$ cat src/sv/linear_probe_hash_table_macros.svh
// ----------------------------------------------------------------------------
// Linear probe hash table assertion macros
// Concurrent assertion forms used by the probe engine RTL.
// ----------------------------------------------------------------------------
`ifndef LINEAR_PROBE_HASH_TABLE_MACROS_SVH
`define LINEAR_PROBE_HASH_TABLE_MACROS_SVH

// Same-cycle implication, disabled during reset
`define LPHT_ASSERT_IMPL(lbl, clk, rstn, ante, cons, msg) \
    lbl: assert property (@(posedge clk) disable iff (!(rstn)) (ante) |-> (cons)) \
        else $error(msg);

// Next-cycle implication, disabled during reset
`define LPHT_ASSERT_NEXT(lbl, clk, rstn, ante, cons, msg) \
    lbl: assert property (@(posedge clk) disable iff (!(rstn)) (ante) |=> (cons)) \
        else $error(msg);

`endif

$ cat src/sv/lpht_pkg.sv
// ----------------------------------------------------------------------------
// Linear probe hash table package
// Shared widths, codes and record types for the hash table blocks.
// ----------------------------------------------------------------------------
`default_nettype none

package lpht_pkg;

    localparam int CAPACITY_DEF     = 256;
    localparam int CODE_BYTES_DEF   = 8;
    localparam int TABLE_SIZE_RESET = 179;

    localparam int ACTION_W = 2;
    localparam int CODE_W   = 64;
    localparam int HANDLE_W = 16;
    localparam int STATUS_W = 3;
    localparam int SLOT_W   = 8;
    localparam int TSIZE_W  = 9;
    // byte sum of eight code bytes: at most 8 * 255
    localparam int SUM_W    = 11;
    localparam int Q_DEPTH  = 2;

    localparam logic [ACTION_W-1:0] ACT_INSERT = 2'd0;
    localparam logic [ACTION_W-1:0] ACT_SEARCH = 2'd1;
    localparam logic [ACTION_W-1:0] ACT_REMOVE = 2'd2;

    localparam logic [STATUS_W-1:0] ST_INSERTED  = 3'd0;
    localparam logic [STATUS_W-1:0] ST_FOUND     = 3'd1;
    localparam logic [STATUS_W-1:0] ST_NOT_FOUND = 3'd2;
    localparam logic [STATUS_W-1:0] ST_FULL      = 3'd3;
    localparam logic [STATUS_W-1:0] ST_REMOVED   = 3'd4;

    typedef struct packed {
        logic [ACTION_W-1:0] action;
        logic [CODE_W-1:0]   code;
        logic [HANDLE_W-1:0] handle;
    } req_t;

    typedef struct packed {
        logic                valid;
        logic [CODE_W-1:0]   code;
        logic [HANDLE_W-1:0] handle;
    } entry_t;

    typedef struct packed {
        logic full;
        logic empty;
    } q_stat_t;

endpackage

`default_nettype wire

$ cat src/sv/lpht_fifo.sv
// ----------------------------------------------------------------------------
// Request queue
// Short register queue between the hashing front end and the probe engine.
// ----------------------------------------------------------------------------
`default_nettype none

module lpht_fifo #(
    parameter int WIDTH = 8
) (
    input  wire logic               aclk,
    input  wire logic               aresetn,
    input  wire logic               push,
    input  wire logic [WIDTH-1:0]   push_data,
    input  wire logic               pop,
    output logic [WIDTH-1:0]        pop_data,
    output lpht_pkg::q_stat_t       stat
);

    localparam int PTR_W = $clog2(lpht_pkg::Q_DEPTH);
    localparam int CNT_W = $clog2(lpht_pkg::Q_DEPTH + 1);

    logic [WIDTH-1:0] slots_reg [lpht_pkg::Q_DEPTH];
    logic [PTR_W-1:0] wr_ptr_reg, wr_ptr_next;
    logic [PTR_W-1:0] rd_ptr_reg, rd_ptr_next;
    logic [CNT_W-1:0] count_reg, count_next;
    logic             do_push, do_pop;

    assign stat.full  = (count_reg == CNT_W'(lpht_pkg::Q_DEPTH));
    assign stat.empty = (count_reg == '0);
    assign do_push    = push && !stat.full;
    assign do_pop     = pop && !stat.empty;
    assign pop_data   = slots_reg[rd_ptr_reg];

    always_comb begin
        wr_ptr_next = wr_ptr_reg;
        rd_ptr_next = rd_ptr_reg;
        count_next  = count_reg;
        if (do_push) begin
            wr_ptr_next = (wr_ptr_reg == PTR_W'(lpht_pkg::Q_DEPTH - 1)) ? '0
                                                                       : wr_ptr_reg + 1'b1;
        end
        if (do_pop) begin
            rd_ptr_next = (rd_ptr_reg == PTR_W'(lpht_pkg::Q_DEPTH - 1)) ? '0
                                                                       : rd_ptr_reg + 1'b1;
        end
        if (do_push && !do_pop) begin
            count_next = count_reg + 1'b1;
        end else if (do_pop && !do_push) begin
            count_next = count_reg - 1'b1;
        end
    end

    always_ff @(posedge aclk) begin
        if (!aresetn) begin
            wr_ptr_reg <= '0;
            rd_ptr_reg <= '0;
            count_reg  <= '0;
        end else begin
            wr_ptr_reg <= wr_ptr_next;
            rd_ptr_reg <= rd_ptr_next;
            count_reg  <= count_next;
        end
    end

    always_ff @(posedge aclk) begin
        if (do_push) begin
            slots_reg[wr_ptr_reg] <= push_data;
        end
    end

endmodule

`default_nettype wire

$ cat config.mk
export PLATFORM = sky130hd
export DESIGN_NAME = lpht_fifo
export DESIGN_NICKNAME = d
export VERILOG_FILES = /design/src/sv/linear_probe_hash_table_macros.svh /design/src/sv/lpht_pkg.sv /design/src/sv/lpht_fifo.sv
export SDC_FILE = /design/constraint.sdc
export NUM_CORES = 1
export LEC_CHECK = 0
export ABC_CLOCK_PERIOD_IN_PS = 2400
export BUFFER_PORTS_ARGS = -buffer_cell sky130_fd_sc_hd__buf_4
export CAP_MARGIN = 5
export CORE_UTILIZATION = 50
export CTS_CLUSTER_DIAMETER = 120
export DETAILED_ROUTE_END_ITERATION = 6
export PLACE_DENSITY = 0.77
export SYNTH_ARGS = -nofsm -noshare
export SYNTH_HDL_FRONTEND = slang
export SYNTH_SLANG_ARGS = --single-unit
$ cat constraint.sdc
create_clock -name aclk -period 2.4 [get_ports aclk]
set_clock_uncertainty 0.1 [all_clocks]
set_input_delay 0.36 -clock aclk [delete_from_list [all_inputs] [get_ports aclk]]
set_output_delay 0.36 -clock aclk [all_outputs]
set_load 0.02 [all_outputs]
==> results.rst, run 1 <==
.. list-table::
   :header-rows: 1

   * - Metric
     - Value
   * - Routed wire length
     - 1190 um
   * - Number of synthesis warnings
     - 0
   * - Post-CTS Setup Inserts
     - 0
   * - Hold buffer count at cts
     - 0
   * - Post-cts resize count
     - 0
   * - Proportion of netlist area held by the largest area contributor
     - 0.594
   * - Maximum number of pins on one net before global-route repair
     - 12
   * - Min setup slack post-route
     - 0.549 ns
   * - Ordered cell list for the critical path
     - mux2_2 > buf_4
   * - Launching point of the worst reg2reg path
     - count_reg[0]$_SDFFE_PN0P_
   * - Antenna Nets Post-Route
     - 0
   * - Setup repair after global routing missed its margin
     - false
   * - CP max stage cell
     - sky130_fd_sc_hd__dfxtp_1
   * - Average routed wire per standard cell
     - 13.2 um
   * - Number of violations of the max-capacitance limit
     - 0
   * - Number of max-slew violations in the final report
     - 0
   * - Kind of path behind the tightest hold check
     - in2reg
   * - Via count of the first global-routing pass
     - 483
   * - Slowest stage delay, CP
     - 0.55 ns
   * - Detail Placement HPWL
     - 855 um
   * - Die area
     - 1780 um^2
   * - Rows
     - 14
   * - Arrival time at the worst endpoint
     - 1.39 ns
   * - Top achievable clock speed
     - 540 MHz
   * - Worst hold path depth
     - 1
   * - Synthesized area per cell
     - 16.2 um^2
   * - Largest fanout on the critical path
     - 8
   * - Wire length of the first global-routing pass
     - 2070 um
   * - H-Tree Depth
     - 1
   * - Overflow left after global routing
     - 0
   * - TritonCTS buffer count
     - 3
   * - Synth area leader
     - sky130_fd_sc_hd__edfxtp_1
   * - Startpoint class of the critical path
     - register
   * - Number of library cell types mapped by synthesis
     - 20
   * - Flip-flop count of the largest register, all copies and words added
     - 16
   * - Endpoint kind of the worst setup timing path
     - output port
   * - Required time worst endpoint
     - 1.94 ns
   * - Total power draw
     - 1.07 mW
   * - Final instance count without filler cells
     - 90
   * - Total global-route track usage
     - 0.163
   * - Vertical extent of the die
     - 42.2 um
   * - Net count, final
     - 88
   * - Fin util
     - 0.669
   * - Startpoint of the most critical hold path
     - push_data[1]
   * - Antenna cells
     - 0
   * - Static power due to leakage
     - 0.397 nW
   * - Cell area after layout
     - 1010 um^2
   * - Clock root buffer
     - sky130_fd_sc_hd__clkbuf_4
   * - Worst-case clock buffer depth
     - 2
   * - Setup Crit Path Kind
     - reg2out
   * - Initial DRC count
     - 3
   * - Number of antenna violations at the first check in global routing
     - 0
   * - Headroom to the max-slew limit
     - 0.547
   * - Min Tclk post-route
     - 1.85 ns
   * - Initial core utilization
     - 0.537
   * - Net count after synthesis
     - 63
   * - Pre-antenna DRT Iters
     - 4
   * - Post-placement cell area
     - 982 um^2
   * - Cell depth of the worst flop-to-flop path
     - 6
   * - Proportion of layout cells with a drive suffix above 1
     - 0.459
   * - Most area-consuming cells after synthesis
     - sky130_fd_sc_hd__edfxtp_1 (59%), sky130_fd_sc_hd__dfxtp_1 (12%), sky130_fd_sc_hd__mux2_2 (11%)
   * - Total of flip-flops plus latches after synthesis
     - 21
   * - Endpoint of the worst-slack reg-to-reg timing path
     - count_reg[1]$_SDFFE_PN0P_
   * - Slew of the pin with the lowest slew margin
     - 0.676 ns
   * - Number of setup violations in the final report
     - 0
   * - Number of clock sinks
     - 21
   * - VDD IR max
     - 567 uV
   * - Netlist area before placement
     - 810 um^2
   * - Post-detailed-route DRC marker count
     - 0
   * - TritonCTS clock tree
     - done
   * - Top-level I/O count
     - 22
   * - Cell count after synthesis
     - 50
   * - RePlAce Congestion
     - 0.662
   * - Routed vias/inst
     - 5.29
   * - Pwr Density
     - 1060 nW/um^2
   * - Total of fill cells in the finished design
     - 120
   * - Setup TNS
     - 0 ns
   * - Placeable Area
     - 1510 um^2
   * - Final worst hold slack
     - 0.145 ns
   * - Sequential fraction of the synthesis area
     - 0.717
   * - Register clock-pin slew on the reported worst setup and hold paths
     - 0.11 ns
   * - R2R setup slack
     - 0.71 ns
   * - Routed vias
     - 476
   * - Period Utilization, post-route
     - 0.771
   * - Post-place setup slack
     - 0.715 ns
   * - Hold-critical path endpoint
     - slots_reg[0][1]$_DFFE_PP_
   * - Final-report hold violation count
     - 0
   * - Die X
     - 42.2 um
   * - Post-placement cell count
     - 86
   * - Clk Latency, worst-skew pair
     - 0.29 ns
   * - Run status
     - complete, no violations
   * - Port Buffers
     - 21
   * - P&R area growth vs syn
     - 24.6%
## cells in the mapped netlist (all sizes together)
cell type and count:
a21boi 2, and2 3, and3 1, buf 1, dfxtp 5, edfxtp 16
ha 1, inv 2, mux2 8, nand2b 1, nor2 2, nor3 1
o21a 1, o21ai 2, or3 1, xnor2 2, xor2 1
## per-layer routing
layer	wire length [um]	GRT usage
met2	615	0.268
met5	0	0
met3	72	0.0603
met1	500	0.197
met4	0	0.0563
## worst max-delay path: cells and delay by family, from the launching register on
kind | cells | cell delay, ns
DFF | 1 | 0.55
muxes | 1 | 0.39
buffers and inverters | 1 | 0.16
## cell usage in the layout (no fill, tap or decap)
cell	Yosys	final
sky130_fd_sc_hd__a21boi_0	1	1
sky130_fd_sc_hd__a21boi_1	1	1
sky130_fd_sc_hd__and2_1	3	3
sky130_fd_sc_hd__and3_1	1	1
sky130_fd_sc_hd__buf_4	0	21
sky130_fd_sc_hd__clkbuf_1	0	1
sky130_fd_sc_hd__clkbuf_4	0	3
sky130_fd_sc_hd__dfxtp_1	5	5
sky130_fd_sc_hd__edfxtp_1	16	16
sky130_fd_sc_hd__ha_1	1	1
sky130_fd_sc_hd__inv_1	1	1
sky130_fd_sc_hd__inv_2	1	1
sky130_fd_sc_hd__mux2_2	8	8
sky130_fd_sc_hd__nand2b_1	1	1
sky130_fd_sc_hd__nor2_1	2	2
sky130_fd_sc_hd__nor3_2	1	1
sky130_fd_sc_hd__o21a_1	1	1
sky130_fd_sc_hd__o21ai_0	1	1
sky130_fd_sc_hd__o21ai_1	1	1
sky130_fd_sc_hd__or3_1	1	1
sky130_fd_sc_hd__xnor2_1	2	2
sky130_fd_sc_hd__xor2_1	1	1
## cell type report
class / instances / area, um^2 / share of cell area
clock buffers: 4 / 26.3 / 0.0261
inverters: 2 / 7.51 / 0.00744
multi-input cells: 26 / 216 / 0.215
flip-flops and latches: 21 / 581 / 0.576
well taps: 16 / 20.0 / 0.0199
repair buffers: 21 / 158 / 0.156
## where the power goes
part | total [mW] | internal (mW) | switching [mW]
clock | 0.160 | 0.0646 | 0.0954
combinational | 0.393 | 0.197 | 0.197
sequential | 0.513 | 0.464 | 0.0486
## worst max path at each step
stage                         startpoint                         to  slack [ns]  cells past startpoint
2_1_floorplan  count_reg[0]$_SDFFE_PN0P_  count_reg[1]$_SDFFE_PN0P_        0.79                      6
3_3_place_gp   count_reg[0]$_SDFFE_PN0P_  slots_reg[0][4]$_DFFE_PP_        0.79                      3
3_5_place_dp   count_reg[0]$_SDFFE_PN0P_  count_reg[1]$_SDFFE_PN0P_        0.72                      6
4_1_cts                         register                pop_data[1]        0.51                      2
5_1_grt                         register                pop_data[1]        0.48                      2
6_report                        register                pop_data[7]        0.55                      2
## cells by family after synthesis
group | share of synthesized area
mux | 0.111
compound gates | 0.0402
xor+xnor | 0.0325
fa+ha+maj | 0.0155
simple gates | 0.0680
flops | 0.717
buf+inv | 0.0154
No activity file was read; power rests on OpenSTA's default activity.
==> inputs of run 2 (changes only) <==
- ABC_CLOCK_PERIOD_IN_PS: 2400 -> 1500
- CORE_UTILIZATION: 50 -> 44
- PLACE_DENSITY: 0.77 -> 0.71
- clock period: 2.4 -> 1.5 ns (I/O delays scaled with it)
==> results.rst, run 2 (synthesis results as in run 1) <==
.. list-table::
   :header-rows: 1

   * - Metric
     - Value
   * - Run status
     - finished with violations
   * - Violated checks
     - setup timing
   * - Maximum number of pins on one net before global-route repair
     - 13
   * - Flip-flop count of the largest register, all copies and words added
     - 16
   * - Required time worst endpoint
     - 1.17 ns
   * - Rows
     - 15
   * - Final worst hold slack
     - 0.0585 ns
   * - Largest fanout on the critical path
     - 8
   * - Post-placement cell area
     - 1050 um^2
   * - Net Sw Frac
     - 0.318
   * - Top achievable clock speed
     - 645 MHz
   * - Routed vias
     - 539
   * - Clock share of power
     - 0.130
   * - Number of setup violations in the final report
     - 8
   * - Cell depth of the worst flop-to-flop path
     - 6
   * - Number of clock sinks
     - 21
   * - Number of max-slew violations in the final report
     - 0
   * - Switching power total
     - 0.649 mW
   * - Final-report hold violation count
     - 0
   * - Min Tclk post-route
     - 1.55 ns
   * - Die area
     - 2020 um^2
   * - Kind of path behind the tightest hold check
     - in2reg
   * - Total of fill cells in the finished design
     - 121
   * - Fin util
     - 0.731
   * - Launching point of the worst reg2reg path
     - count_reg[0]$_SDFFE_PN0P_
   * - Total power draw
     - 2.04 mW
   * - Die X
     - 44.9 um
   * - Routed wire length
     - 1520 um
   * - Initial DRC count
     - 2
   * - Clk Latency, worst-skew pair
     - 0.30 ns
   * - Endpoint kind of the worst setup timing path
     - output port
   * - Net count, final
     - 103
   * - Setup Crit Path Kind
     - reg2out
   * - Register clock-pin slew on the reported worst setup and hold paths
     - 0.11 ns
   * - Endpoint of the worst-slack reg-to-reg timing path
     - count_reg[1]$_SDFFE_PN0P_
   * - Via count of the first global-routing pass
     - 575
   * - Highest-count cells in the layout ignoring fill and taps
     - sky130_fd_sc_hd__buf_4 (19), sky130_fd_sc_hd__edfxtp_1 (16), sky130_fd_sc_hd__buf_6 (9)
   * - Total global-route track usage
     - 0.174
   * - P&R area growth vs syn
     - 56.0%
   * - Proportion of layout cells with a drive suffix above 1
     - 0.551
   * - Pwr Density
     - 1620 nW/um^2
   * - Startpoint class of the critical path
     - register
   * - Pre-antenna DRT Iters
     - 3
   * - Headroom to the max-slew limit
     - 0.873
   * - Total internal power
     - 1.39 mW
   * - Clock root buffer
     - sky130_fd_sc_hd__clkbuf_4
   * - Slew of the pin with the lowest slew margin
     - 0.191 ns
   * - Hold-critical path endpoint
     - count_reg[0]$_SDFFE_PN0P_
   * - Period Utilization, post-route
     - 1.03
   * - Startpoint of the most critical hold path
     - aresetn
   * - Port Buffers
     - 21
   * - RePlAce Congestion
     - 0.672
   * - Worst hold path depth
     - 2
   * - Top-level I/O count
     - 22
   * - Initial core utilization
     - 0.469
   * - Part of the power in combinational logic
     - 0.449
   * - Post-place setup slack
     - -0.0650 ns
   * - TritonCTS clock tree
     - done
   * - Cell area after layout
     - 1260 um^2
   * - Average routed wire per standard cell
     - 13.4 um
   * - Vertical extent of the die
     - 44.9 um
   * - Antenna Nets Post-Route
     - 0
   * - Number of violations of the max-capacitance limit
     - 0
   * - TritonCTS buffer count
     - 3
   * - Routed vias/inst
     - 4.73
   * - VDD IR max
     - 1040 uV
   * - R2R setup slack
     - 0.02 ns
   * - Static power due to leakage
     - 0.513 nW
   * - Arrival time at the worst endpoint
     - 1.23 ns
   * - Min setup slack post-route
     - -0.0510 ns
   * - Placeable Area
     - 1730 um^2
   * - Wire length of the first global-routing pass
     - 2330 um
   * - Number of antenna violations at the first check in global routing
     - 0
   * - Worst-case clock buffer depth
     - 2
   * - Antenna cells
     - 0
   * - Reg power frac
     - 0.421
   * - H-Tree Depth
     - 1
   * - Post-detailed-route DRC marker count
     - 0
   * - Setup repair after global routing missed its margin
     - true
   * - Most common cell after layout, fill and taps aside
     - sky130_fd_sc_hd__buf_4
   * - Overflow left after global routing
     - 0
-- run 2: changes by cell type in the layout (fill, tap and decap cells not counted), moves of 3 or more --
cell / previous run / this run
sky130_fd_sc_hd__mux2_4: 0 / 8
sky130_fd_sc_hd__mux2_2: 8 / 0
sky130_fd_sc_hd__dlygate4sd3_1: 0 / 8
sky130_fd_sc_hd__buf_6: 0 / 9
sky130_fd_sc_hd__dfxtp_1: 5 / 2
-- run 2: cell type report --
type                    instances  area, um^2  share of cell area
flip-flops and latches         21         589               0.467
repair buffers                 36         324               0.257
multi-input cells              26         278               0.220
well taps                      25        31.3              0.0248
clock buffers                   3        22.5              0.0178
inverters                       2        12.5             0.00991
clock inverters                 1        5.00             0.00396
-- run 2: metal layers --
| metal | wire [um] | global-route usage | vias up |
|---|---|---|---|
| met5 | 0 | 0 | - |
| met4 | 38 | 0.109 | 0 |
| met3 | 60 | 0.0400 | 6 |
| met2 | 778 | 0.315 | 17 |
| met1 | 646 | 0.179 | 255 |
| li1 | - | - | 261 |
-- run 2: worst max-delay path: stages, from the launching register on --
cell and delay, ns:
sky130_fd_sc_hd__dfxtp_4 0.46, sky130_fd_sc_hd__mux2_4 0.33, sky130_fd_sc_hd__buf_6 0.14
-- run 2: metrics by stage --
step / setup TNS (ns) / instances
3_5_place_dp: -0.0650 / 100
5_1_grt: -0.754 / 114
4_1_cts: -0.378 / 114
6_report: -0.317 / 114
2_1_floorplan: -0.00925 / 50
3_3_place_gp: 0 / 100
-- run 2: worst max path at each step --
stage	start	to	cells past startpoint	slack, ns
after floorplan	count_reg[0]$_SDFFE_PN0P_	count_reg[1]$_SDFFE_PN0P_	7	-0.009
after global placement	count_reg[1]$_SDFFE_PN0P_	count_reg[1]$_SDFFE_PN0P_	7	0.01
after detailed placement	count_reg[1]$_SDFFE_PN0P_	count_reg[1]$_SDFFE_PN0P_	7	-0.07
after CTS	register	pop_data[0]	2	-0.05
after global routing	register	pop_data[2]	2	-0.10
final	register	pop_data[2]	2	-0.05
-- run 2: power by group through the flow --
stage          combinational [mW]  clock (mW)  sequential [mW]
2_1_floorplan               0.476           0            0.803
3_3_place_gp                0.716           0            0.830
3_5_place_dp                0.726           0            0.838
4_1_cts                     0.907       0.275            0.853
5_1_grt                     0.983       0.297            0.874
6_report                    0.917       0.266            0.860
-- run 2: what timing repair did --
| item | in CTS | in global routing |
|---|---|---|
| pin swaps | 4 | 1 |
| endpoints found under the hold margin | 15 | 0 |
| setup endpoints to repair | 9 | 10 |
| setup buffers | 2 | 0 |
| gates resized for setup | 22 | 2 |
| hold buffers | 8 | 0 |
