File: src/sv/linear_probe_hash_table_macros.svh
// ----------------------------------------------------------------------------
// Linear probe hash table assertion macros
// Concurrent assertion forms used by the probe engine RTL.
// ----------------------------------------------------------------------------
`ifndef LINEAR_PROBE_HASH_TABLE_MACROS_SVH
`define LINEAR_PROBE_HASH_TABLE_MACROS_SVH

// Same-cycle implication, disabled during reset
`define LPHT_ASSERT_IMPL(lbl, clk, rstn, ante, cons, msg) \
    lbl: assert property (@(posedge clk) disable iff (!(rstn)) (ante) |-> (cons)) \
        else $error(msg);

// Next-cycle implication, disabled during reset
`define LPHT_ASSERT_NEXT(lbl, clk, rstn, ante, cons, msg) \
    lbl: assert property (@(posedge clk) disable iff (!(rstn)) (ante) |=> (cons)) \
        else $error(msg);

`endif

File: src/sv/lpht_pkg.sv
// ----------------------------------------------------------------------------
// Linear probe hash table package
// Shared widths, codes and record types for the hash table blocks.
// ----------------------------------------------------------------------------
`default_nettype none

package lpht_pkg;

    localparam int CAPACITY_DEF     = 256;
    localparam int CODE_BYTES_DEF   = 8;
    localparam int TABLE_SIZE_RESET = 179;

    localparam int ACTION_W = 2;
    localparam int CODE_W   = 64;
    localparam int HANDLE_W = 16;
    localparam int STATUS_W = 3;
    localparam int SLOT_W   = 8;
    localparam int TSIZE_W  = 9;
    // byte sum of eight code bytes: at most 8 * 255
    localparam int SUM_W    = 11;
    localparam int Q_DEPTH  = 2;

    localparam logic [ACTION_W-1:0] ACT_INSERT = 2'd0;
    localparam logic [ACTION_W-1:0] ACT_SEARCH = 2'd1;
    localparam logic [ACTION_W-1:0] ACT_REMOVE = 2'd2;

    localparam logic [STATUS_W-1:0] ST_INSERTED  = 3'd0;
    localparam logic [STATUS_W-1:0] ST_FOUND     = 3'd1;
    localparam logic [STATUS_W-1:0] ST_NOT_FOUND = 3'd2;
    localparam logic [STATUS_W-1:0] ST_FULL      = 3'd3;
    localparam logic [STATUS_W-1:0] ST_REMOVED   = 3'd4;

    typedef struct packed {
        logic [ACTION_W-1:0] action;
        logic [CODE_W-1:0]   code;
        logic [HANDLE_W-1:0] handle;
    } req_t;

    typedef struct packed {
        logic                valid;
        logic [CODE_W-1:0]   code;
        logic [HANDLE_W-1:0] handle;
    } entry_t;

    typedef struct packed {
        logic full;
        logic empty;
    } q_stat_t;

endpackage

`default_nettype wire

File: src/sv/lpht_front.sv
// ----------------------------------------------------------------------------
// Hash front end
// Accepts requests, masks the code and reduces its byte sum to a home slot.
// ----------------------------------------------------------------------------
`default_nettype none

module lpht_front #(
    parameter int CAPACITY   = lpht_pkg::CAPACITY_DEF,
    parameter int CODE_BYTES = lpht_pkg::CODE_BYTES_DEF,
    localparam int IDX_W     = $clog2(CAPACITY),
    localparam int CNT_W     = $clog2(CAPACITY + 1)
) (
    input  wire logic                          aclk,
    input  wire logic                          aresetn,
    input  wire logic [CNT_W-1:0]              eff_size,
    input  wire logic                          in_valid,
    output logic                               in_ready,
    input  wire lpht_pkg::req_t                in_req,
    output logic                               q_push,
    output logic [$bits(lpht_pkg::req_t)+IDX_W-1:0] q_data,
    input  wire lpht_pkg::q_stat_t             q_stat
);

    localparam int DIV_W  = lpht_pkg::SUM_W + CNT_W;
    localparam int STEP_W = $clog2(lpht_pkg::SUM_W);

    localparam logic [1:0] FS_IDLE = 2'd0;
    localparam logic [1:0] FS_DIV  = 2'd1;
    localparam logic [1:0] FS_PUSH = 2'd2;

    logic [1:0]                 state_reg, state_next;
    lpht_pkg::req_t             req_reg, req_next;
    logic [lpht_pkg::SUM_W-1:0] rem_reg, rem_next;
    logic [STEP_W-1:0]          step_reg, step_next;

    logic [lpht_pkg::CODE_W-1:0] masked_code;
    logic [lpht_pkg::SUM_W-1:0]  byte_sum;
    logic [DIV_W-1:0]            shifted;

    always_comb begin
        masked_code = '0;
        byte_sum    = '0;
        for (int b = 0; b < 8; b++) begin
            if (b < CODE_BYTES) begin
                masked_code[8*b +: 8] = in_req.code[8*b +: 8];
            end
            byte_sum = byte_sum + lpht_pkg::SUM_W'(masked_code[8*b +: 8]);
        end
    end

    assign shifted  = DIV_W'(eff_size) << step_reg;
    assign in_ready = (state_reg == FS_IDLE);
    assign q_push   = (state_reg == FS_PUSH);
    assign q_data   = {req_reg, IDX_W'(rem_reg)};

    always_comb begin
        state_next = state_reg;
        req_next   = req_reg;
        rem_next   = rem_reg;
        step_next  = step_reg;
        case (state_reg)
            FS_IDLE: begin
                if (in_valid) begin
                    req_next        = in_req;
                    req_next.code   = masked_code;
                    rem_next        = byte_sum;
                    step_next       = STEP_W'(lpht_pkg::SUM_W - 1);
                    state_next      = FS_DIV;
                end
            end
            FS_DIV: begin
                // one restoring step: subtract the shifted divisor where it fits
                if (DIV_W'(rem_reg) >= shifted) begin
                    rem_next = rem_reg - lpht_pkg::SUM_W'(shifted);
                end
                if (step_reg == '0) begin
                    state_next = FS_PUSH;
                end else begin
                    step_next = step_reg - 1'b1;
                end
            end
            FS_PUSH: begin
                if (!q_stat.full) begin
                    state_next = FS_IDLE;
                end
            end
            default: begin
                state_next = FS_IDLE;
            end
        endcase
    end

    always_ff @(posedge aclk) begin
        if (!aresetn) begin
            state_reg <= FS_IDLE;
        end else begin
            state_reg <= state_next;
        end
    end

    always_ff @(posedge aclk) begin
        req_reg  <= req_next;
        rem_reg  <= rem_next;
        step_reg <= step_next;
    end

endmodule

`default_nettype wire

File: config.mk
export PLATFORM = sky130hd
export DESIGN_NAME = lpht_front
export DESIGN_NICKNAME = d
export VERILOG_FILES = /design/src/sv/linear_probe_hash_table_macros.svh /design/src/sv/lpht_pkg.sv /design/src/sv/lpht_front.sv
export SDC_FILE = /design/constraint.sdc
export NUM_CORES = 1
export LEC_CHECK = 0
export BUFFER_PORTS_ARGS = -buffer_cell sky130_fd_sc_hd__buf_2
export CORE_MARGIN = 10
export CORE_UTILIZATION = 47
export CTS_CLUSTER_SIZE = 8
export DETAILED_ROUTE_END_ITERATION = 10
export PLACE_DENSITY = 0.76
export SETUP_SLACK_MARGIN = 0.1
export SLEW_MARGIN = 20
export SYNTH_ARGS = -nofsm -noshare
export SYNTH_HDL_FRONTEND = slang
export SYNTH_SLANG_ARGS = --single-unit
File: constraint.sdc
create_clock -name aclk -period 4.2 [get_ports aclk]
set_clock_uncertainty 0.05 [all_clocks]
set_input_delay 0.42 -clock aclk [delete_from_list [all_inputs] [get_ports aclk]]
set_output_delay 0.42 -clock aclk [all_outputs]
set_load 0.02 [all_outputs]
==> impl_metrics.json, run 1 <==
{
  "ys_ff_latch": 99,
  "num-fill-cells": 977,
  "dpl_worst_slack_ps": -257,
  "max_cap_violations": 0,
  "syn-num-nets": 661,
  "syn_to_final_growth_pct": 26.6,
  "fmax_ghz": 0.245,
  "fin_ws_ps": 124,
  "grt_pass1_wl_um": 22000,
  "cts.clk_slew.worst_paths_ps": 70,
  "h-tree-depth": 3,
  "final_common_cell": "buf_2",
  "vias": 4126,
  "die_y_um": 132,
  "grt_pass1_vias": 4491,
  "drive_above_1_share": 0.359,
  "min_path_type": "input port to flip-flop",
  "drt_first_iter_violations": 174,
  "powerDensity_mw_per_mm2": 614,
  "max-vdd-ir-drop_v": 0.000358,
  "worstSetupPathType": "input port to flip-flop",
  "core_mm2": 0.0122,
  "largest_register_ffs": 82,
  "clock_latency_ps": 340,
  "ys_types": 47,
  "post_drt_via_cell_ratio": 4.81,
  "run_status": "completed",
  "instances_no_fill": 858,
  "dp_cells": 838,
  "power_frac_seq": 0.289,
  "slew_viol_final": 0,
  "ys_warn_count": 0,
  "reg2reg_slack_ps": 530,
  "grt_max_degree": 50,
  "dieArea_mm2": 0.0174,
  "io_pins": 188,
  "worstSetupEndpointType": "flip-flop",
  "design_area_mm2": 0.00746,
  "async_reset_ff_frac": 0,
  "tns_ps": 0,
  "syn_area_mm2": 0.00589,
  "rsz0062_at_grt": "true",
  "cp_max_fo": 2,
  "seqCellArea_mm2": 0.00295,
  "fin_total_pwr_mw": 4.58,
  "gp_congestion": 0.855,
  "overflow": 0,
  "multi_input_area_mm2": 0.00250,
  "num_rows": 40,
  "clock-sinks": 99,
  "period_needed_ps": 4080,
  "die_x_um": 132,
  "antenna_cells": 0,
  "hold_ws_ps": 198,
  "fin_util": 0.613,
  "first_pass_iters": 5,
  "fin_nets": 852,
  "grt_usage": 0.154,
  "p_sw_mw": 1.79,
  "p_int_mw": 2.80,
  "yosysSeqAreaShare": 0.501,
  "postCtsHoldBufs": 0,
  "maxSlewHeadroom": 0.403,
  "io_buffers": 186,
  "antenna_found_initial": 0,
  "fin_crit_sh": 0.970,
  "startpoint_type": "input port",
  "wl_per_cell_um": 15.8,
  "initial_core_util": 0.485,
  "routed_wirelength_um": 13500,
  "cts_made_buffers": 9,
  "cts_root_buf": "clkbuf_16",
  "postSynthCellCount": 494,
  "ys.flop_type": "edfxtp_1",
  "mostFrequentLayoutCells": "183 x buf_2, 108 x inv_1, 97 x edfxtp_1",
  "dpl.hpwl_um": 10900,
  "required_ps": 4240,
  "p_sw_frac": 0.390,
  "critical_path_arrival_ps": 4120,
  "syn_area_per_cell_um2": 11.9,
  "cts_buffer_depth": 2,
  "ant_nets": 0,
  "pwr-share-clk": 0.176,
  "combPwrFrac": 0.535,
  "power_leakage_nw": 3.48,
  "drc": 0,
  "cts_tree": "done",
  "worstMarginPinSlew_ps": 895,
  "synth_edf_count": 97,
  "hold_viol_final": 0,
  "setup_viol_count_final": 0,
  "place_area_mm2": 0.00701
}
==> per-layer routing <==
layer | track usage | part of all wire
met5 | 0 | 0
met4 | 0.0525 | 0.017
met3 | 0.0591 | 0.082
met2 | 0.261 | 0.51
met1 | 0.174 | 0.39
==> cells by family after synthesis <==
family          synth area share
flops                      0.501
xor+xnor                  0.0208
fa+ha+maj                  0.212
buf+inv                   0.0951
compound gates            0.0732
simple gates              0.0737
mux                       0.0244
==> cells in the mapped netlist, drive strengths merged, types with 2 or more instances <==
master  number  area, µm²
o21bai       2       18.8
nor3         5       25.0
fa          48        961
mux4         2       48.8
edfxtp      97       2910
ha          23        288
a221o        2       20.0
o21ai       24        120
and2         2       12.5
nand3        9       45.0
mux2i        8       80.1
dfxtp        2       40.0
or3          3       18.8
a21oi       21        105
nor2b       10       62.6
xor2         9       78.8
xnor2        5       43.8
nand2b       5       31.3
or2          2       12.5
nor2        20       75.1
o31ai        4       30.0
buf         12       83.8
a21o         4       30.0
inv        120        450
nand3b       2       15.0
clkbuf       7       26.3
a211oi       6       45.0
nand2       28        105
==> layout make-up <==
cell class,instances,share of cell area
clock buffer,9,0.0302
sequential,99,0.396
timing repair buffer,199,0.141
multi-input combinational,256,0.335
tap,168,0.0282
inverter,120,0.0609
clock inverter,7,0.00906
==> what timing repair did <==
item                                    4_1_cts  5_1_grt
resized for setup                             0       30
endpoints found under the setup margin        0        4
buffers inserted                              0        4
endpoints found under the hold margin         0        0
==> worst paths after layout <==
kind	startpoint	to	cells after the start
worst max register to register	step_reg[1]	rem_reg[10]	13
worst min-delay path	in_req[10]	q_data[18]	1
worst min register to register	state_reg[0]	state_reg[1]	3
worst max-delay path	in_req[34]	rem_reg[10]	17
==> power groups by stage <==
stage	Combinational (mW)	Clock (mW)	Sequential (mW)
floorplan	1.50	0	1.39
global placement	1.99	0	1.34
detailed placement	2.05	0	1.35
CTS	2.07	0.828	1.33
global route	2.79	0.861	1.34
finish	2.45	0.805	1.33
==> critical path, stage by stage <==
cell and delay (ps):
buf_8 80, inv_4 30, fa_1 540, inv_2 40, fa_1 500, fa_1 550
inv_2 40, fa_1 500, inv_2 50, ha_4 170, fa_2 400, nand2_2 110
a21oi_4 70, nor3_2 220, o21bai_1 110, a211oi_2 240, a21oi_1 50
Power figures use the tool's default switching activity.
==> inputs of run 2 (changes only) <==
- ABC_AREA: default -> 1
- PLACE_DENSITY: 0.76 -> 0.75
==> run 2 against run 1 <==
Net effect: global-route usage rose by 0.38 points; highest routed layer unchanged; sequential cell count did not move; power fell by 6.1%; worst hold slack got worse by 6.8 ps; critical path depth rose by 2; die area rose by 0.96%; critical endpoint is now rem_reg[8]; clock power rose by 0.5%; first-iteration DRC count rose by 7.5%; clock-buffer cell count did not move.
==> impl_metrics.json, run 2 <==
{
  "p_int_mw": 2.59,
  "pwr-share-clk": 0.188,
  "worstSetupEndpointType": "flip-flop",
  "dieArea_mm2": 0.0176,
  "fmax_ghz": 0.259,
  "dpl.hpwl_um": 11300,
  "design_area_mm2": 0.00740,
  "p_sw_mw": 1.72,
  "ys_top_cells_by_area": "edfxtp_1 49%, fa_1 16%, inv_1 8.8%",
  "ys.flop_type": "edfxtp_1",
  "worstSetupStartpoint": "in_req[42]",
  "fin_total_pwr_mw": 4.30,
  "slew_viol_final": 0,
  "run_status": "completed",
  "die_x_um": 133,
  "slowest_stage": "fa_1",
  "max-vdd-ir-drop_v": 0.000297,
  "min_path_type": "input port to flip-flop",
  "grt_pass1_wl_um": 22500,
  "drt_first_iter_violations": 187,
  "fin_crit_sh": 0.918,
  "clock-sinks": 99,
  "core_mm2": 0.0125,
  "cts_root_buf": "clkbuf_16",
  "tns_ps": 0,
  "syn_to_final_growth_pct": 24.2,
  "synth_edf_count": 97,
  "fin_nets": 924,
  "dp_cells": 917,
  "r2r_cells": 18,
  "post_drt_via_cell_ratio": 4.70,
  "syn_area_per_cell_um2": 10.5,
  "routed_wirelength_um": 13700,
  "vias": 4394,
  "cts.clk_slew.worst_paths_ps": 70,
  "setup_viol_count_final": 0,
  "num_rows": 41,
  "ys_types": 29,
  "ys_warn_count": 0,
  "gp_congestion": 0.868,
  "cts_buffer_depth": 2,
  "num-fill-cells": 1098,
  "startpoint_type": "input port",
  "async_reset_ff_frac": 0,
  "yosysTopAreaCell": "edfxtp_1",
  "mostFrequentLayoutCells": "186 x buf_2, 138 x inv_1, 97 x nand2_1, 97 x edfxtp_1, 47 x fa_1",
  "combPwrFrac": 0.505,
  "synth_top_cell_area_share": 0.489,
  "die_y_um": 133,
  "max_cap_violations": 0,
  "drc": 0,
  "powerDensity_mw_per_mm2": 581,
  "cts_made_buffers": 9,
  "clock_latency_ps": 350,
  "worstMarginPinSlew_ps": 984,
  "syn-num-nets": 732,
  "final_common_cell": "buf_2",
  "p_sw_frac": 0.399,
  "critical_path_arrival_ps": 3910,
  "rsz0062_at_grt": "true",
  "antenna_found_initial": 1,
  "instances_no_fill": 935,
  "r2r-end": "rem_reg[7]",
  "grt_usage": 0.158,
  "first_pass_iters": 5,
  "worstReg2RegStart": "step_reg[0]",
  "power_frac_seq": 0.307,
  "maxSlewHeadroom": 0.344,
  "yosysSeqAreaShare": 0.495,
  "worstSetupPathType": "input port to flip-flop",
  "postSynthCellCount": 565,
  "crit_cells": 19,
  "max_stage_delay_ps": 530,
  "grt_max_degree": 57,
  "postCtsHoldBufs": 0,
  "cp_max_fo": 2,
  "overflow": 0,
  "cp_num_buf_inv": 6,
  "synth_common_cells": "140 x inv_1, 97 x edfxtp_1, 97 x nand2_1",
  "crit_chain": "buf_2, inv_1, fa_1, inv_1, fa_1, fa_1, inv_1, fa_1, inv_1, ha_2, fa_2, nand3_2, nand3_2, inv_2, o21ai_0, nand2_1, nand3_1, nand3_1, nand2_1",
  "hold_viol_final": 0,
  "io_buffers": 186,
  "ant_nets": 0,
  "required_ps": 4250,
  "reg2reg_slack_ps": 770,
  "power_leakage_nw": 3.62,
  "largest_register_ffs": 82,
  "drive_above_1_share": 0.310,
  "synth.most_common_cell": "inv_1",
  "place_area_mm2": 0.00707,
  "crit_family": "adder cells",
  "crit_end": "rem_reg[8]",
  "cts_tree": "done",
  "syn_area_mm2": 0.00596,
  "wl_per_cell_um": 14.7,
  "ys_ff_latch": 99,
  "io_pins": 188,
  "grt_pass1_vias": 4663,
  "h-tree-depth": 3,
  "period_needed_ps": 3860,
  "initial_core_util": 0.476
}
==> run 2: cell count changes after synthesis, sizes merged, moves of 6 or more <==
cell / previous run / this run
mux2i: 8 / 0
nor2b: 10 / 0
nand2: 28 / 103
xor2: 9 / 3
inv: 120 / 142
nand3: 9 / 43
a211oi: 6 / 0
==> run 2: cells by family (layout without fill, tap and decap cells) <==
logic type                 count (synthesis)  after routing  share of synthesized area
xor gates and xnor gates                   5              5                    0.00735
buffers and inverters                    160            357                      0.111
adders and majority gates                 71             71                      0.209
other                                      0              1                          0
AOI/OAI and AO/OA                         52             52                     0.0472
and+or+nand+nor                          178            178                      0.130
DFF                                       99             99                      0.495
==> run 2: routing by layer <==
layer | GRT usage | part of all wire
met1 | 0.175 | 0.39
met2 | 0.281 | 0.53
met3 | 0.0522 | 0.073
met4 | 0.0465 | 0.012
met5 | 0 | 0
==> run 2: power groups by stage <==
stage | sequential, mW | combinational [mW] | clock (mW)
after floorplan | 1.39 | 1.47 | 0
after global placement | 1.34 | 1.99 | 0
after detailed placement | 1.34 | 2.07 | 0
after CTS | 1.32 | 2.08 | 0.827
after global routing | 1.33 | 2.50 | 0.863
final | 1.32 | 2.17 | 0.809
==> run 2: worst min path at each step <==
stage / startpoint / to / slack, ps / cells after the start
after floorplan: in_req[2] / q_data[10] / 470 / 0
after global placement: state_reg[0] / state_reg[1] / 490 / 3
after detailed placement: state_reg[0] / state_reg[1] / 490 / 3
after CTS: in_req[80] / q_data[88] / 180 / 1
after global routing: in_req[5] / q_data[13] / 170 / 1
final: in_req[5] / q_data[13] / 190 / 1
==> run 2: area by class of cell <==
type | instances | area, µm² | share of cell area
antenna | 1 | 2.50 | 0.000338
clock buffer | 9 | 225 | 0.0304
clock inverter | 7 | 70.1 | 0.00946
inverter | 144 | 542 | 0.0732
multi-input combinational | 306 | 2380 | 0.322
sequential | 99 | 2950 | 0.399
tap | 172 | 215 | 0.0291
timing repair buffer | 197 | 1010 | 0.137
==> run 2: what timing repair did <==
action                                  CTS  global route
resized for setup                         0             7
setup buffers                             0             1
endpoints found under the setup margin    0             3
==> run 2: metrics by stage <==
stage / utilization / setup slack [ps] / hold WS, ps
2_1_floorplan: - / 133 / 469
3_3_place_gp: 0.564 / -83.2 / 489
3_5_place_dp: 0.564 / -147 / 489
4_1_cts: 0.588 / 225 / 176
5_1_grt: 0.591 / 83.6 / 173
6_report: 0.591 / 344 / 191
==> inputs of run 3 (changes only) <==
- CORE_ASPECT_RATIO: default -> 1.25
==> run 3 against run 2 <==
Net effect: via count barely moved; sequential share of layout area fell by 0.074 points; setup slack got worse by 120 ps; worst hold slack improved by 3.5 ps; global-route usage rose by 0.20 points; register-to-register slack got worse by 60 ps; critical path type unchanged; largest cell class unchanged; highest routed layer unchanged.
==> impl_metrics.json, run 3 (synthesis gave the netlist of run 2 again) <==
{
  "run_status": "completed",
  "setup_viol_count_final": 0,
  "rsz0062_at_grt": "true",
  "period_needed_ps": 3970,
  "min_path_cells": 1,
  "r2r_cells": 18,
  "worstReg2RegStart": "step_reg[0]",
  "ant_nets": 0,
  "worstSetupPathType": "input port to flip-flop",
  "cts.clk_slew.worst_paths_ps": 80,
  "largest_register_ffs": 82,
  "mostFrequentLayoutCells": "186 x buf_2, 139 x inv_1, 97 x nand2_1, 97 x edfxtp_1, 47 x fa_1",
  "dpl_worst_slack_ps": -201,
  "crit_chain": "buf_2, inv_1, fa_1, inv_1, fa_1, fa_1, inv_1, fa_1, inv_1, ha_2, fa_2, nand3_2, nand3_2, inv_1, o21ai_0, nand2_1, nand3_2, nand3_1, nand2_1",
  "drive_above_1_share": 0.308,
  "min_path_type": "input port to flip-flop",
  "clock_latency_ps": 340,
  "num_rows": 45,
  "max-vdd-ir-drop_v": 0.000364,
  "power_leakage_nw": 3.64,
  "reg2reg_slack_ps": 710,
  "r2r-end": "rem_reg[9]",
  "max_stage_delay_ps": 550,
  "cp_max_fo": 2,
  "io_pins": 188,
  "fin_total_pwr_mw": 4.35,
  "powerDensity_mw_per_mm2": 587,
  "grt_usage": 0.160,
  "wl_per_cell_um": 14.9,
  "syn_to_final_growth_pct": 24.4,
  "vias": 4392,
  "gp_congestion": 0.895,
  "seqCellArea_mm2": 0.00295,
  "cts_buffer_depth": 2,
  "first_pass_iters": 4,
  "hold_ws_ps": 195,
  "path_common_cell": "inv_1",
  "io_buffers": 186,
  "final_common_cell": "buf_2",
  "overflow": 0,
  "dieArea_mm2": 0.0176,
  "cp_num_buf_inv": 6,
  "grt_max_degree": 83,
  "drt_first_iter_violations": 233,
  "antenna_cells": 0,
  "die_x_um": 121,
  "multi_input_area_mm2": 0.00238,
  "fin_ws_ps": 228,
  "core_mm2": 0.0123,
  "grt_pass1_vias": 4824,
  "cts_made_buffers": 9,
  "slowest_stage": "fa_1",
  "required_ps": 4250,
  "drc": 0,
  "clock-sinks": 99,
  "routed_wirelength_um": 13800,
  "hold_viol_final": 0,
  "crit_family": "adder cells",
  "fin_crit_sh": 0.946,
  "cts_tree": "done",
  "post_drt_via_cell_ratio": 4.73,
  "critical_path_arrival_ps": 4020,
  "initial_core_util": 0.486,
  "dpl.hpwl_um": 11400,
  "fmax_ghz": 0.252,
  "fin_nets": 926,
  "grt_pass1_wl_um": 22800,
  "h-tree-depth": 3,
  "worstSetupStartpoint": "in_req[42]",
  "cts_root_buf": "clkbuf_16",
  "num-fill-cells": 1074,
  "worstSetupEndpointType": "flip-flop",
  "max_cap_violations": 0,
  "crit_end": "rem_reg[8]",
  "maxSlewHeadroom": 0.650,
  "antenna_found_initial": 0,
  "crit_cells": 19,
  "die_y_um": 146,
  "startpoint_type": "input port",
  "worstMarginPinSlew_ps": 524,
  "slew_viol_final": 0
}
## run 3: cell types whose count changed in the layout (fill, tap and decap cells not counted), sizes merged
cell      previous run  this run
clkinvlp             1         0
buf                197       199
diode                1         0
clkbuf               9        10
## run 3: repair_timing
| item | 4_1_cts | 5_1_grt |
|---|---|---|
| setup endpoints to repair | 0 | 2 |
| setup buffers | 0 | 1 |
| hold buffers | 0 | 0 |
| hold endpoints to repair | 0 | 0 |
| resized for setup | 0 | 5 |
## run 3: how the worst min path moves through the flow
stage,from,to,slack (ps)
after floorplan,in_req[2],q_data[10],470
after global placement,state_reg[0],state_reg[1],490
after detailed placement,state_reg[0],state_reg[1],520
after CTS,in_req[13],q_data[21],190
after global routing,in_req[3],q_data[11],180
final,in_req[13],q_data[21],190
## run 3: worst register-to-register path, delay by kind of cell, from the launching register on
kind,cells,cell delay [ps]
buffers and inverters,2,370
AOI/OAI and AO/OA,2,230
DFF,1,580
and+or+nand+nor,13,1530
adders and majority gates,1,360
## run 3: where the power goes
part	internal [mW]	total [mW]	switching [mW]
sequential	1.27	1.32	0.0518
combinational	0.961	2.22	1.26
clock	0.420	0.811	0.391
total	2.65	4.35	1.70
## run 3: layer usage
metal  global-route usage  wire length [µm]
met2                0.289              7480
met5                    0                 0
met1                0.167              5060
met4               0.0556               286
met3               0.0531              1000
## run 3: cell type report
class	count	area share
multi-input cells	306	0.321
flip-flops and latches	99	0.398
inverters	144	0.0730
well taps	164	0.0277
repair buffers	199	0.140
clock inverters	6	0.00911
clock buffers	10	0.0309
## run 3: per-stage QoR
| step | instances | utilization | instance area (µm²) | TNS (ps) |
|---|---|---|---|---|
| after floorplan | 565 | - | 5960 | 0 |
| after global placement | 911 | 0.577 | 7080 | -204 |
| after detailed placement | 911 | 0.577 | 7080 | -392 |
| after CTS | 927 | 0.601 | 7380 | 0 |
| after global routing | 928 | 0.604 | 7420 | 0 |
| final | 928 | 0.604 | 7420 | 0 |
